`config.mk`:
```
export PLATFORM = sky130hd
export DESIGN_NAME = maximal_munch_token_scanner_flat
export DESIGN_NICKNAME = d
export VERILOG_FILES = /design/src/mmts_pkg.sv /design/src/mmts_in_if.sv /design/src/mmts_out_if.sv /design/src/mmts_front.sv /design/src/mmts_fifo.sv /design/src/mmts_back.sv /design/src/maximal_munch_token_scanner.sv /design/src/flat_wrapper.sv
export SDC_FILE = /design/constraint.sdc
export NUM_CORES = 1
export LEC_CHECK = 0
export BUFFER_PORTS_ARGS = -buffer_cell sky130_fd_sc_hd__buf_2
export CAP_MARGIN = 10
export CORE_AREA = 2 2 303 305
export DETAILED_ROUTE_END_ITERATION = 16
export DIE_AREA = 0 0 305 307
export GPL_TIMING_DRIVEN = 1
export SLEW_MARGIN = 10
export SYNTH_ARGS = -nofsm -noshare
export SYNTH_HDL_FRONTEND = slang
export SYNTH_SLANG_ARGS = --single-unit
```
`constraint.sdc`:
```
create_clock -name i_clk -period 16.4 [get_ports i_clk]
set_input_delay 1.64 -clock i_clk [delete_from_list [all_inputs] [get_ports i_clk]]
set_output_delay 1.64 -clock i_clk [all_outputs]
set_load 0.02 [all_outputs]
```
`src/mmts_pkg.sv`:
```
// ----------------------------------------------------------------------------
// mmts_pkg
// Types, codes and functions shared by the token scanner modules: the
// tokenizer automaton, the keyword table and the token bookkeeping.
// ----------------------------------------------------------------------------
package mmts_pkg;

    localparam int KW_MAX_LEN = 7;
    localparam int PREFIX_W   = 8 * KW_MAX_LEN;
    localparam int KW_COUNT   = 10;
    localparam int FIFO_DEPTH = 4;
    localparam int FIFO_AW    = $clog2(FIFO_DEPTH);

    localparam logic [7:0]  TOK_LEN_MAX = 8'd255;
    localparam logic [34:0] NUM_MAX     = 35'd2147483647;

    // Token kinds and automaton states share one code space.
    localparam logic [5:0] K_ID      = 6'd0;
    localparam logic [5:0] K_NUM     = 6'd1;
    localparam logic [5:0] K_INT     = 6'd2;
    localparam logic [5:0] K_WAIN    = 6'd3;
    localparam logic [5:0] K_IF      = 6'd4;
    localparam logic [5:0] K_ELSE    = 6'd5;
    localparam logic [5:0] K_WHILE   = 6'd6;
    localparam logic [5:0] K_PRINTLN = 6'd7;
    localparam logic [5:0] K_RETURN  = 6'd8;
    localparam logic [5:0] K_NEW     = 6'd9;
    localparam logic [5:0] K_DELETE  = 6'd10;
    localparam logic [5:0] K_NULL    = 6'd11;
    localparam logic [5:0] K_LPAREN  = 6'd12;
    localparam logic [5:0] K_RPAREN  = 6'd13;
    localparam logic [5:0] K_LBRACE  = 6'd14;
    localparam logic [5:0] K_RBRACE  = 6'd15;
    localparam logic [5:0] K_LBRACK  = 6'd16;
    localparam logic [5:0] K_RBRACK  = 6'd17;
    localparam logic [5:0] K_BECOMES = 6'd18;
    localparam logic [5:0] K_PLUS    = 6'd19;
    localparam logic [5:0] K_MINUS   = 6'd20;
    localparam logic [5:0] K_STAR    = 6'd21;
    localparam logic [5:0] K_SLASH   = 6'd22;
    localparam logic [5:0] K_PCT     = 6'd23;
    localparam logic [5:0] K_AMP     = 6'd24;
    localparam logic [5:0] K_COMMA   = 6'd25;
    localparam logic [5:0] K_SEMI    = 6'd26;
    localparam logic [5:0] K_LT      = 6'd27;
    localparam logic [5:0] K_GT      = 6'd28;
    localparam logic [5:0] K_LE      = 6'd29;
    localparam logic [5:0] K_GE      = 6'd30;
    localparam logic [5:0] K_NE      = 6'd31;
    localparam logic [5:0] K_EQ      = 6'd32;
    localparam logic [5:0] S_START   = 6'd33;
    localparam logic [5:0] S_WS      = 6'd34;
    localparam logic [5:0] S_COMMENT = 6'd35;
    localparam logic [5:0] S_EXCL    = 6'd36;
    localparam logic [5:0] S_NONE    = 6'd63;

    localparam logic [2:0] E_NONE     = 3'd0;
    localparam logic [2:0] E_NO_TRANS = 3'd1;
    localparam logic [2:0] E_RANGE    = 3'd2;
    localparam logic [2:0] E_LEAD_0   = 3'd3;
    localparam logic [2:0] E_EOL      = 3'd4;

    // Keyword text, first character in the lowest byte.
    localparam logic [PREFIX_W-1:0] KW_TEXT [KW_COUNT] = '{
        PREFIX_W'(56'h746E69),         PREFIX_W'(56'h6E696177),
        PREFIX_W'(56'h6669),           PREFIX_W'(56'h65736C65),
        PREFIX_W'(56'h656C696877),     PREFIX_W'(56'h6E6C746E697270),
        PREFIX_W'(56'h6E7275746572),   PREFIX_W'(56'h77656E),
        PREFIX_W'(56'h6574656C6564),   PREFIX_W'(56'h4C4C554E)
    };
    localparam logic [7:0] KW_LEN [KW_COUNT] = '{
        8'd3, 8'd4, 8'd2, 8'd4, 8'd5, 8'd7, 8'd6, 8'd3, 8'd6, 8'd4
    };
    localparam logic [5:0] KW_KIND [KW_COUNT] = '{
        K_INT, K_WAIN, K_IF, K_ELSE, K_WHILE,
        K_PRINTLN, K_RETURN, K_NEW, K_DELETE, K_NULL
    };

    typedef struct packed {
        logic [5:0]          state;
        logic [PREFIX_W-1:0] prefix;
        logic [7:0]          len;
        logic [30:0]         accum;
        logic                ovf;
    } t_tok;

    typedef struct packed {
        logic [5:0]  kind;
        logic [30:0] num_value;
        logic [7:0]  token_length;
        logic [2:0]  error_code;
    } t_res;

    typedef struct packed {
        logic vld;
        t_res res;
    } t_emit;

    typedef struct packed {
        logic two;
        t_res r0;
        t_res r1;
    } t_pkt;

    typedef struct packed {
        logic push;
        t_pkt pkt;
    } t_push;

    localparam t_tok TOK_CLEAR = '{state: S_START, prefix: '0, len: '0, accum: '0, ovf: 1'b0};

    function automatic logic is_digit(input logic [7:0] c);
        return c >= "0" && c <= "9";
    endfunction

    function automatic logic is_alpha(input logic [7:0] c);
        return (c >= "a" && c <= "z") || (c >= "A" && c <= "Z");
    endfunction

    function automatic logic is_space(input logic [7:0] c);
        return c == " " || c == 8'h09 || c == 8'h0D || c == 8'h0A;
    endfunction

    function automatic logic is_accepting(input logic [5:0] st);
        return st != S_START && st != S_EXCL && st != S_NONE;
    endfunction

    function automatic logic [5:0] start_next(input logic [7:0] c);
        logic [5:0] r;
        if (is_digit(c)) begin
            r = K_NUM;
        end else if (is_alpha(c)) begin
            r = K_ID;
        end else if (is_space(c)) begin
            r = S_WS;
        end else begin
            unique case (c)
                "(":     r = K_LPAREN;
                ")":     r = K_RPAREN;
                "{":     r = K_LBRACE;
                "}":     r = K_RBRACE;
                "[":     r = K_LBRACK;
                "]":     r = K_RBRACK;
                "=":     r = K_BECOMES;
                "+":     r = K_PLUS;
                "-":     r = K_MINUS;
                "*":     r = K_STAR;
                "/":     r = K_SLASH;
                "%":     r = K_PCT;
                "&":     r = K_AMP;
                ",":     r = K_COMMA;
                ";":     r = K_SEMI;
                "<":     r = K_LT;
                ">":     r = K_GT;
                "!":     r = S_EXCL;
                default: r = S_NONE;
            endcase
        end
        return r;
    endfunction

    function automatic logic [5:0] lx_next(input logic [5:0] st, input logic [7:0] c);
        logic [5:0] r;
        unique case (st)
            S_START:   r = start_next(c);
            K_NUM:     r = is_digit(c) ? K_NUM : S_NONE;
            K_ID:      r = (is_alpha(c) || is_digit(c)) ? K_ID : S_NONE;
            K_BECOMES: r = (c == "=") ? K_EQ : S_NONE;
            K_LT:      r = (c == "=") ? K_LE : S_NONE;
            K_GT:      r = (c == "=") ? K_GE : S_NONE;
            S_EXCL:    r = (c == "=") ? K_NE : S_NONE;
            S_WS:      r = is_space(c) ? S_WS : S_NONE;
            K_SLASH:   r = (c == "/") ? S_COMMENT : S_NONE;
            S_COMMENT: r = (!c[7] && c != 8'h0A && c != 8'h0D) ? S_COMMENT : S_NONE;
            default:   r = S_NONE;
        endcase
        return r;
    endfunction

    function automatic logic [5:0] kw_kind(input logic [PREFIX_W-1:0] prefix,
                                           input logic [7:0] len);
        logic [5:0] r;
        r = K_ID;
        for (int i = 0; i < KW_COUNT; i++) begin
            if (KW_LEN[i] == len && KW_LEN[i] <= 8'(KW_MAX_LEN) && KW_TEXT[i] == prefix) begin
                r = KW_KIND[i];
            end
        end
        return r;
    endfunction

    function automatic t_tok tok_consume(input t_tok t, input logic [5:0] nx,
                                         input logic [7:0] c);
        t_tok        r;
        logic [34:0] v;
        r = t;
        for (int i = 0; i < KW_MAX_LEN; i++) begin
            if (t.len == 8'(i)) begin
                r.prefix[8*i +: 8] = c;
            end
        end
        if (t.len < TOK_LEN_MAX) begin
            r.len = t.len + 8'd1;
        end
        v = {1'b0, t.accum, 3'b000} + {3'b000, t.accum, 1'b0} + 35'(c[3:0]);
        if (nx == K_NUM && !t.ovf) begin
            if (v > NUM_MAX) begin
                r.ovf = 1'b1;
            end else begin
                r.accum = v[30:0];
            end
        end
        r.state = nx;
        return r;
    endfunction

    function automatic t_emit err_emit(input logic [2:0] code);
        t_emit e;
        e = '0;
        e.vld = 1'b1;
        e.res.error_code = code;
        return e;
    endfunction

    function automatic t_emit tok_emit(input t_tok t);
        t_emit e;
        e = '0;
        e.vld = 1'b1;
        if (t.state inside {S_WS, S_COMMENT}) begin
            e.vld = 1'b0;
        end else if (t.state == K_NUM) begin
            if (t.ovf) begin
                e = err_emit(E_RANGE);
            end else if (t.len > 8'd1 && t.prefix[7:0] == "0") begin
                e = err_emit(E_LEAD_0);
            end else begin
                e.res.kind         = K_NUM;
                e.res.num_value    = t.accum;
                e.res.token_length = t.len;
            end
        end else begin
            e.res.kind         = (t.state == K_ID) ? kw_kind(t.prefix, t.len) : t.state;
            e.res.token_length = t.len;
        end
        return e;
    endfunction

endpackage

```
`src/mmts_in_if.sv`:
```
// ----------------------------------------------------------------------------
// mmts_in_if
// Source byte channel: one word per source byte with its line-end flag.
// ----------------------------------------------------------------------------
interface mmts_in_if;
    logic       valid;
    logic       ready;
    logic [7:0] ch;
    logic       line_end;

    modport source (output valid, output ch, output line_end, input ready);
    modport sink (input valid, input ch, input line_end, output ready);
endinterface

```
`src/mmts_out_if.sv`:
```
// ----------------------------------------------------------------------------
// mmts_out_if
// Token channel: one word per token or error result.
// ----------------------------------------------------------------------------
interface mmts_out_if;
    logic        valid;
    logic        ready;
    logic [5:0]  kind;
    logic [30:0] num_value;
    logic [7:0]  token_length;
    logic [2:0]  error_code;
    logic        last;

    modport source (output valid, output kind, output num_value, output token_length,
                    output error_code, output last, input ready);
    modport sink (input valid, input kind, input num_value, input token_length,
                  input error_code, input last, output ready);
endinterface

```
`src/mmts_front.sv`:
```
// ----------------------------------------------------------------------------
// mmts_front
// Scanner front end: until an error, steps the tokenizer automaton once per
// accepted byte and packs its zero, one or two results into one queue word.
// ----------------------------------------------------------------------------
module mmts_front (
    input  logic            i_clk,
    input  logic            i_rst_n,
    input  logic            i_valid,
    input  logic [7:0]      i_ch,
    input  logic            i_line_end,
    input  logic            i_full,
    output logic            o_ready,
    output mmts_pkg::t_push o_push
);
    import mmts_pkg::*;

    t_tok  r_tok;
    t_tok  n_tok;
    logic  r_halted;
    logic  n_halted;
    logic  accept;
    logic  [5:0] nx;
    logic  [5:0] nx_restart;
    t_tok  tok_a;
    t_tok  tok_b;
    t_emit emit_old;
    t_emit emit_a;
    t_emit emit_b;
    t_emit res_a;
    t_emit res_b;

    assign o_ready = !i_full;
    assign accept  = i_valid && !i_full;

    assign nx         = lx_next(r_tok.state, i_ch);
    assign nx_restart = start_next(i_ch);
    assign tok_a      = tok_consume(r_tok, nx, i_ch);
    assign tok_b      = tok_consume(TOK_CLEAR, nx_restart, i_ch);
    assign emit_old   = tok_emit(r_tok);
    assign emit_a     = tok_emit(tok_a);
    assign emit_b     = tok_emit(tok_b);

    always_comb begin
        res_a = '0;
        res_b = '0;
        n_tok = r_tok;
        if (nx != S_NONE) begin
            n_tok = tok_a;
            if (i_line_end) begin
                n_tok = TOK_CLEAR;
                res_b = is_accepting(tok_a.state) ? emit_a : err_emit(E_EOL);
            end
        end else if (!is_accepting(r_tok.state)) begin
            res_b = err_emit(E_NO_TRANS);
        end else if (emit_old.vld && emit_old.res.error_code != E_NONE) begin
            res_b = emit_old;
        end else begin
            res_a = emit_old;
            if (nx_restart == S_NONE) begin
                res_b = err_emit(E_NO_TRANS);
            end else begin
                n_tok = tok_b;
                if (i_line_end) begin
                    n_tok = TOK_CLEAR;
                    res_b = is_accepting(tok_b.state) ? emit_b : err_emit(E_EOL);
                end
            end
        end
        n_halted = res_b.vld && res_b.res.error_code != E_NONE;
    end

    always_comb begin
        o_push.push   = accept && !r_halted && (res_a.vld || res_b.vld);
        o_push.pkt.two = res_a.vld && res_b.vld;
        o_push.pkt.r0  = res_a.vld ? res_a.res : res_b.res;
        o_push.pkt.r1  = res_b.res;
    end

    always_ff @(posedge i_clk) begin
        if (!i_rst_n) begin
            r_tok    <= TOK_CLEAR;
            r_halted <= 1'b0;
        end else if (accept && !r_halted) begin
            r_tok    <= n_tok;
            r_halted <= n_halted;
        end
    end

endmodule

```
`src/mmts_fifo.sv`:
```
// ----------------------------------------------------------------------------
// mmts_fifo
// Short queue of result words between the scanner front end and the output
// stage.
// ----------------------------------------------------------------------------
module mmts_fifo (
    input  logic            i_clk,
    input  logic            i_rst_n,
    input  mmts_pkg::t_push i_push,
    input  logic            i_pop,
    output logic            o_full,
    output logic            o_empty,
    output mmts_pkg::t_pkt  o_head
);
    import mmts_pkg::*;

    t_pkt               r_mem [FIFO_DEPTH];
    logic [FIFO_AW-1:0] r_wp;
    logic [FIFO_AW-1:0] r_rp;
    logic [FIFO_AW:0]   r_cnt;
    logic               do_pop;

    assign o_full  = r_cnt == (FIFO_AW+1)'(FIFO_DEPTH);
    assign o_empty = r_cnt == '0;
    assign o_head  = r_mem[r_rp];
    assign do_pop  = i_pop && !o_empty;

    always_ff @(posedge i_clk) begin
        if (i_push.push) begin
            r_mem[r_wp] <= i_push.pkt;
        end
    end

    always_ff @(posedge i_clk) begin
        if (!i_rst_n) begin
            r_wp  <= '0;
            r_rp  <= '0;
            r_cnt <= '0;
        end else begin
            if (i_push.push) begin
                r_wp <= r_wp + 1'b1;
            end
            if (do_pop) begin
                r_rp <= r_rp + 1'b1;
            end
            if (i_push.push && !do_pop) begin
                r_cnt <= r_cnt + 1'b1;
            end else if (!i_push.push && do_pop) begin
                r_cnt <= r_cnt - 1'b1;
            end
        end
    end

endmodule

```
`src/mmts_back.sv`:
```
// ----------------------------------------------------------------------------
// mmts_back
// Output stage: takes queue words apart into single results and holds each in
// the output register until the receiver takes it.
// ----------------------------------------------------------------------------
module mmts_back (
    input  logic           i_clk,
    input  logic           i_rst_n,
    input  logic           i_empty,
    input  mmts_pkg::t_pkt i_head,
    output logic           o_pop,
    mmts_out_if.source     o_out
);
    import mmts_pkg::*;

    logic r_valid;
    logic r_sel;
    t_res r_res;
    logic r_last;
    logic load;
    logic final_res;

    assign load      = !i_empty && (!r_valid || o_out.ready);
    assign final_res = !i_head.two || r_sel;
    assign o_pop     = load && final_res;

    always_ff @(posedge i_clk) begin
        if (!i_rst_n) begin
            r_valid <= 1'b0;
            r_sel   <= 1'b0;
        end else if (load) begin
            r_valid <= 1'b1;
            r_sel   <= !final_res;
        end else if (o_out.ready) begin
            r_valid <= 1'b0;
        end
    end

    always_ff @(posedge i_clk) begin
        if (load) begin
            r_res  <= r_sel ? i_head.r1 : i_head.r0;
            r_last <= final_res;
        end
    end

    assign o_out.valid        = r_valid;
    assign o_out.kind         = r_res.kind;
    assign o_out.num_value    = r_res.num_value;
    assign o_out.token_length = r_res.token_length;
    assign o_out.error_code   = r_res.error_code;
    assign o_out.last         = r_last;

endmodule

```
`src/maximal_munch_token_scanner.sv`:
```
// ----------------------------------------------------------------------------
// maximal_munch_token_scanner
// Maximal-munch tokenizer: source bytes in, token kind, value and length out.
// ----------------------------------------------------------------------------
// Usage:
// The input channel carries one word per source byte with a flag on the last
// byte of each line. The output channel carries one word per token or error,
// with last set on the final word caused by a byte; a byte causes zero, one
// or two words. Whitespace and comments cause none.
// Each result passes through the queue and then the output register. One
// byte is taken every cycle while the queue is not full; a byte with two
// results fills the output register with one result after the other.
// A four-word queue sits between the automaton and the output register, so
// when the receiver stalls the scanner keeps taking bytes until the queue is
// full, and ready drops only then.
// After an error word the scanner takes bytes but gives no further words
// until reset. Reset returns the automaton to its start state, clears the
// error and empties the queue and the output register.
// ----------------------------------------------------------------------------
module maximal_munch_token_scanner (
    input  logic       i_clk,
    input  logic       i_rst_n,
    mmts_in_if.sink    i_in,
    mmts_out_if.source o_out
);
    import mmts_pkg::*;

    t_push push;
    t_pkt  head;
    logic  full;
    logic  empty;
    logic  pop;

    mmts_front u_front (
        .i_clk      (i_clk),
        .i_rst_n    (i_rst_n),
        .i_valid    (i_in.valid),
        .i_ch       (i_in.ch),
        .i_line_end (i_in.line_end),
        .i_full     (full),
        .o_ready    (i_in.ready),
        .o_push     (push)
    );

    mmts_fifo u_fifo (
        .i_clk   (i_clk),
        .i_rst_n (i_rst_n),
        .i_push  (push),
        .i_pop   (pop),
        .o_full  (full),
        .o_empty (empty),
        .o_head  (head)
    );

    mmts_back u_back (
        .i_clk   (i_clk),
        .i_rst_n (i_rst_n),
        .i_empty (empty),
        .i_head  (head),
        .o_pop   (pop),
        .o_out   (o_out)
    );

endmodule

```
`src/flat_wrapper.sv`:
```
// flat-port wrapper written by rule: the top's interface ports become plain ports
module maximal_munch_token_scanner_flat import mmts_pkg::*;
  (i_clk, i_rst_n, i_in_valid, i_in_ch, i_in_line_end, i_in_ready, o_out_valid, o_out_kind, o_out_num_value, o_out_token_length, o_out_error_code, o_out_last, o_out_ready);
  mmts_in_if i_in_i ();
  mmts_out_if o_out_i ();
  input  logic i_clk;
  input  logic i_rst_n;
  input wire logic [$bits(i_in_i.valid)-1:0] i_in_valid;
  input wire logic [$bits(i_in_i.ch)-1:0] i_in_ch;
  input wire logic [$bits(i_in_i.line_end)-1:0] i_in_line_end;
  output wire logic [$bits(i_in_i.ready)-1:0] i_in_ready;
  output wire logic [$bits(o_out_i.valid)-1:0] o_out_valid;
  output wire logic [$bits(o_out_i.kind)-1:0] o_out_kind;
  output wire logic [$bits(o_out_i.num_value)-1:0] o_out_num_value;
  output wire logic [$bits(o_out_i.token_length)-1:0] o_out_token_length;
  output wire logic [$bits(o_out_i.error_code)-1:0] o_out_error_code;
  output wire logic [$bits(o_out_i.last)-1:0] o_out_last;
  input wire logic [$bits(o_out_i.ready)-1:0] o_out_ready;
  assign i_in_i.valid = i_in_valid;
  assign i_in_i.ch = i_in_ch;
  assign i_in_i.line_end = i_in_line_end;
  assign i_in_ready = i_in_i.ready;
  assign o_out_valid = o_out_i.valid;
  assign o_out_kind = o_out_i.kind;
  assign o_out_num_value = o_out_i.num_value;
  assign o_out_token_length = o_out_i.token_length;
  assign o_out_error_code = o_out_i.error_code;
  assign o_out_last = o_out_i.last;
  assign o_out_i.ready = o_out_ready;
  maximal_munch_token_scanner u_core (.i_clk(i_clk), .i_rst_n(i_rst_n), .i_in(i_in_i), .o_out(o_out_i));
endmodule
```
# After elaboration in Yosys (flattened, before gate mapping)
# Memory sizes are Yosys's and may differ from the RTL's. A register that Yosys moved wholly into a read port is not among the register bits.
# Cells that the tools add are included.
# Widths: inputs -> output; s select.
word_totals:
  mem_count: 1
  in_bits: 13
  elab_cells: 310
  mem_bits_rw: 388
  regBits: 161
classes:
  add_sub_neg: 7
  n_lt_le_gt_ge: 11
  eq_ne: 92
  n_reduce_logical: 77
  n_mux: 106
memory_table:
  columns: ["name", "words", "width", "rd", "rd_clocked_by_memory_dff", "write_ports", "line", "text"]
  rows:
  - ["u_core.u_fifo.r_mem", 4, 97, 1, 1, 1, "mmts_fifo.sv:17", "t_pkt r_mem [FIFO_DEPTH];"]
op_table:
  columns: ["operator", "n"]
  rows:
  - ["$mux 102", 6]
  - ["$mux 49", 11]
  - ["$eq 31x56->1 const A", 6]
  - ["$mux 48", 5]
  - ["$eq 23x56->1 const A", 4]
  - ["$eq 47x56->1 const A", 4]
  - ["$mux 6", 32]
  - ["$eq 8x6->1 const B", 17]
  - ["$mux 43", 3]
  - ["$mux 31", 4]
  - ["$eq 15x56->1 const A", 2]
  - ["$eq 39x56->1 const A", 2]
  - ["$eq 55x56->1 const A", 2]
  - ["$pmux 6 s18", 1]
  - ["$mux 8", 11]
  - ["$mux 40", 2]
  - ["$eq 3x8->1 const A", 8]
  - ["$pmux 6 s10", 1]
  - ["$eq 6x6->1 const B", 9]
  - ["$ne 6x6->1 const B", 9]
  - ["$logic_and 1x1->1", 45]
  - ["$add 34x32->35", 1]
  - ["$add 35x4->35", 1]
  - ["$gt 35x31->1 const B", 1]
  - ["36 further kinds", 106]

# Logic depth before layout (Yosys ltp)
logic_depth:
  depth_word: 26
  ltp_mapped: 18
  ltp_nobuf: 16

# Hierarchy
# Synthesis repeated with hierarchy kept, for this count alone.
unflattened:
  cells_unflattened: 2144
  hier_area_um2: 27596.5
by_module_without_submodules:
  columns: ["mod", "cells_per_inst", "instances", "area_each_um2"]
  rows:
  - ["mmts_fifo", 550, 1, 14438.8]
  - ["mmts_front", 1479, 1, 10961.8]
  - ["mmts_back", 115, 1, 2195.9]

# Least setup slack after synthesis
# No wires, ideal clock.
synth_timing:
  kind: "input -> register"
  start: "input i_in_ch[7]"
  end: "memory u_core.u_fifo.r_mem[0][0] (netlist name), enable pin"
  stages: 11
  arrival_ps: 6259
  slack_ps: 9674
  cell_sequence: "buf_2 -> and4bb_1 -> and2_1 -> clkbuf_1 -> or4_1 -> nor2_1 -> a311o_1 -> o21ai_2 -> a211o_1 -> a21oi_2 -> and2_1"
synth_rtl:
  columns: ["element", "line", "text"]
  rows:
  - ["start: declaration", "flat_wrapper.sv:9", "input wire logic [$bits(i_in_i.ch)-1:0] i_in_ch;"]
  - ["end: declaration", "mmts_fifo.sv:17", null]

==> results.cfg <==
[status]
status = complete, no violations

[timing]
slew_headroom_pct = 24.5
hold_viol_final = 0
whs_ns = 0.485
finalCritPeriodShare_pct = 44.8
layout_setup_ws_ns = 9.05
min_period_ns = 7.35
drv_slew = 0
setup_tns_ns = 0
worst_pin_slew_ns = 1.13
max_freq_mhz = 136
rsz0062_at_grt = no
setup_viol = 0
finClkSkew_ns = 0.0267

[yosys]
synth_top_area_share_pct = 47.3
synthFlopType = edfxtp_1
avgSynthCellArea_um2 = 12.4
synth_edf_count = 437
syn-num-nets = 2317
syn_inst = 2230
ys_warn_count = 0
synth_area_leaders = edfxtp_1, dfxtp_1, mux4_2
synth.most_common_cell = edfxtp_1
synth_common_cells = edfxtp_1, nand2_1, nor2_1, dfxtp_1, mux4_2
netlist_area_um2 = 27700
ys_seq_area_share_pct = 55.5
synth_largest_area_cell = edfxtp_1
synth_cell_types = 102
async_reset_ff_share_pct = 0
ys_ff_latch = 551

[clocking]
cts_tree = built
cts_hold_buf = 0
clock-sinks = 551
cts_resized = 0
clkTransAtPathRegs_ns = 0.06
cts_max_path_buffers = 3
cts_htree_levels = 2
post_cts_buffers = 0
cts_buffers = 56
clock_latency_ns = 0.63
root_buffer = clkbuf_16

[worst_setup_path]
cp-end-kind = register
critPathMaxStageDelay_ns = 1.07
path_buf_inv = 4
path_cells = buf_2 -> buf_4 -> clkinv_1 -> fa_1 -> fa_1 -> nor2b_1 -> o2111ai_1 -> a211oi_1 -> o211ai_1 -> a21oi_1 -> mux2_2 -> or4b_1 -> or4_2 -> buf_4 -> nor2b_1 -> a21o_1
rrSetupSlack_ns = 10.59
arrival_ns = 7.82
crit_path_max_fanout = 38
required_ns = 16.87
crit_type = in -> reg
startpoint_type = primary input
cpMaxStageDelayCell = or4_2
cp_top_family = simple AND/OR/NAND/NOR gates

[floorplan]
core_area_um2 = 90700
num_rows = 111
die_w_um = 305
dieArea_um2 = 93600
die_h_um = 307
io_pins = 64
start_util_pct = 30.6

[pwr]
p_leak_nw = 10.3
ir_worst_vdd_uv = 97.3
power_mw = 5.82
powerDensity_nw_per_um2 = 187

[global_route]
grt_max_degree = 97
grtUsageMet1_pct = 23.0
grt_pass1_vias = 19250
busiest_layer = met2
grt_pass1_wl_mm = 123
grt_antenna_before_repair = 1
overflow = 0
grt_usage_pct = 17.0
met3_usage_pct = 2.56
globalRouteMet2Util_pct = 28.1

[route]
dr.pass1.iters = 5
post_drt_wl_per_cell_um = 23.4
routed_wl_mm = 81.2
drt_iter0_drc = 1486
postRouteAntennaNets = 0
via_per_inst = 5.49
drc = 0
num_vias = 19090

[placed_design]
routabilityCongestion = 0.949
placed_area_um2 = 29300
pre_cts_slack_ns = 8.39
dp_cells = 3371
numPortBuffers = 63
dp_hpwl_mm = 54.9

[layout]
fin_cells = 3477
fin_util_pct = 34.4
postLayoutCellArea_um2 = 31200
syn_to_final_growth_pct = 12.3
diodes = 0
fillerInstances = 8798
nNetsFinal = 2330
layout-drive-gt1-share_pct = 17.5

[worst_hold_path]
worstHoldPathType = reg -> reg

[job]
maxCapViolations = 0
-- worst register-to-register path, cell delays in order (launching register included) --
cell and delay [ns]:
dfxtp_1 0.49, or4_4 0.67, nor3b_1 0.76, nand2_1 0.14
o2111ai_1 0.27, a311o_1 0.34, o21ai_2 0.10, a211o_1 0.50
a21oi_2 0.54, and2_4 0.58, buf_4 0.92
-- power breakdown --
part           switching, mW  internal, mW
Clock                  0.560         0.750
Combinational           1.56         0.753
Sequential             0.142          2.06
-- final timing paths --
path / depth (start not counted) / start / endpoint
setup / recovery: 16 / i_in_ch[3] / u_core.u_fifo.r_mem[1][74]
hold / removal: 1 / u_core.u_front.r_tok[87] / u_core.u_front.r_tok[87]
setup reg to reg: 10 / u_core.u_front.r_tok[97] / u_core.u_fifo.r_mem[1][43]
hold reg to reg: 1 / u_core.u_front.r_tok[87] / u_core.u_front.r_tok[87]
-- layout by cell type (no fill, tap or decap), types with 18 or more instances in the layout --
master	count
buf_4	28
a22oi_1	52
nor3b_1	18
nor4_1	32
and3_1	30
inv_1	41
ha_1	71
a21o_1	37
o21ai_0	91
nand3_1	81
dfxtp_1	111
buf_2	63
edfxtp_1	437
nor2b_1	75
xor2_1	18
nand4_1	27
and2_1	21
nor2_4	18
nand2_1	155
nor3_1	56
nand2b_1	24
nor2_1	126
mux2_2	55
clkbuf_16	58
a21oi_1	82
mux4_2	97
xnor2_1	21
-- registers in the layout, summed over array words and instances, names as in the netlist, 2 cells and up, named ones only --
register,cells
u_core.u_fifo.r_cnt,3
u_core.u_fifo.r_wp,2
u_core.u_back.o_out.kind,6
u_core.u_back.o_out.token_length,8
u_core.u_fifo.r_mem,388
u_core.u_back.o_out.error_code,3
u_core.u_front.r_tok,102
u_core.u_back.o_out.num_value,31
u_core.u_fifo.r_rp,2
-- area by class of cell --
cell class              count  area [um^2]  share of cell area [%]
clock inverters            41          414                    1.33
inverters                  44          165                   0.530
flip-flops and latches    551        15400                    49.5
clock buffers              65         1490                    4.78
well taps                1186         1480                    4.76
repair buffers             91          526                    1.69
multi-input cells        1499        11700                    37.4
-- kinds of logic after synthesis --
kind of cell | Yosys count | share of synthesized area (%)
AND/OR/NAND/NOR | 763 | 15.4
flip-flops | 551 | 55.5
AO/OA/AOI/OAI | 455 | 11.2
buffers and inverters | 180 | 2.64
multiplexers | 168 | 10.7
adder cells (fa/ha/maj) | 74 | 3.42
XOR/XNOR | 39 | 1.23
-- layer usage --
metal	share of wire [%]	routed length, um
met5	0	0
met4	3.0	2420
met3	5.2	4260
met2	47	38300
met1	45	36200
Note: power is estimated with default switching activity, not from simulation.
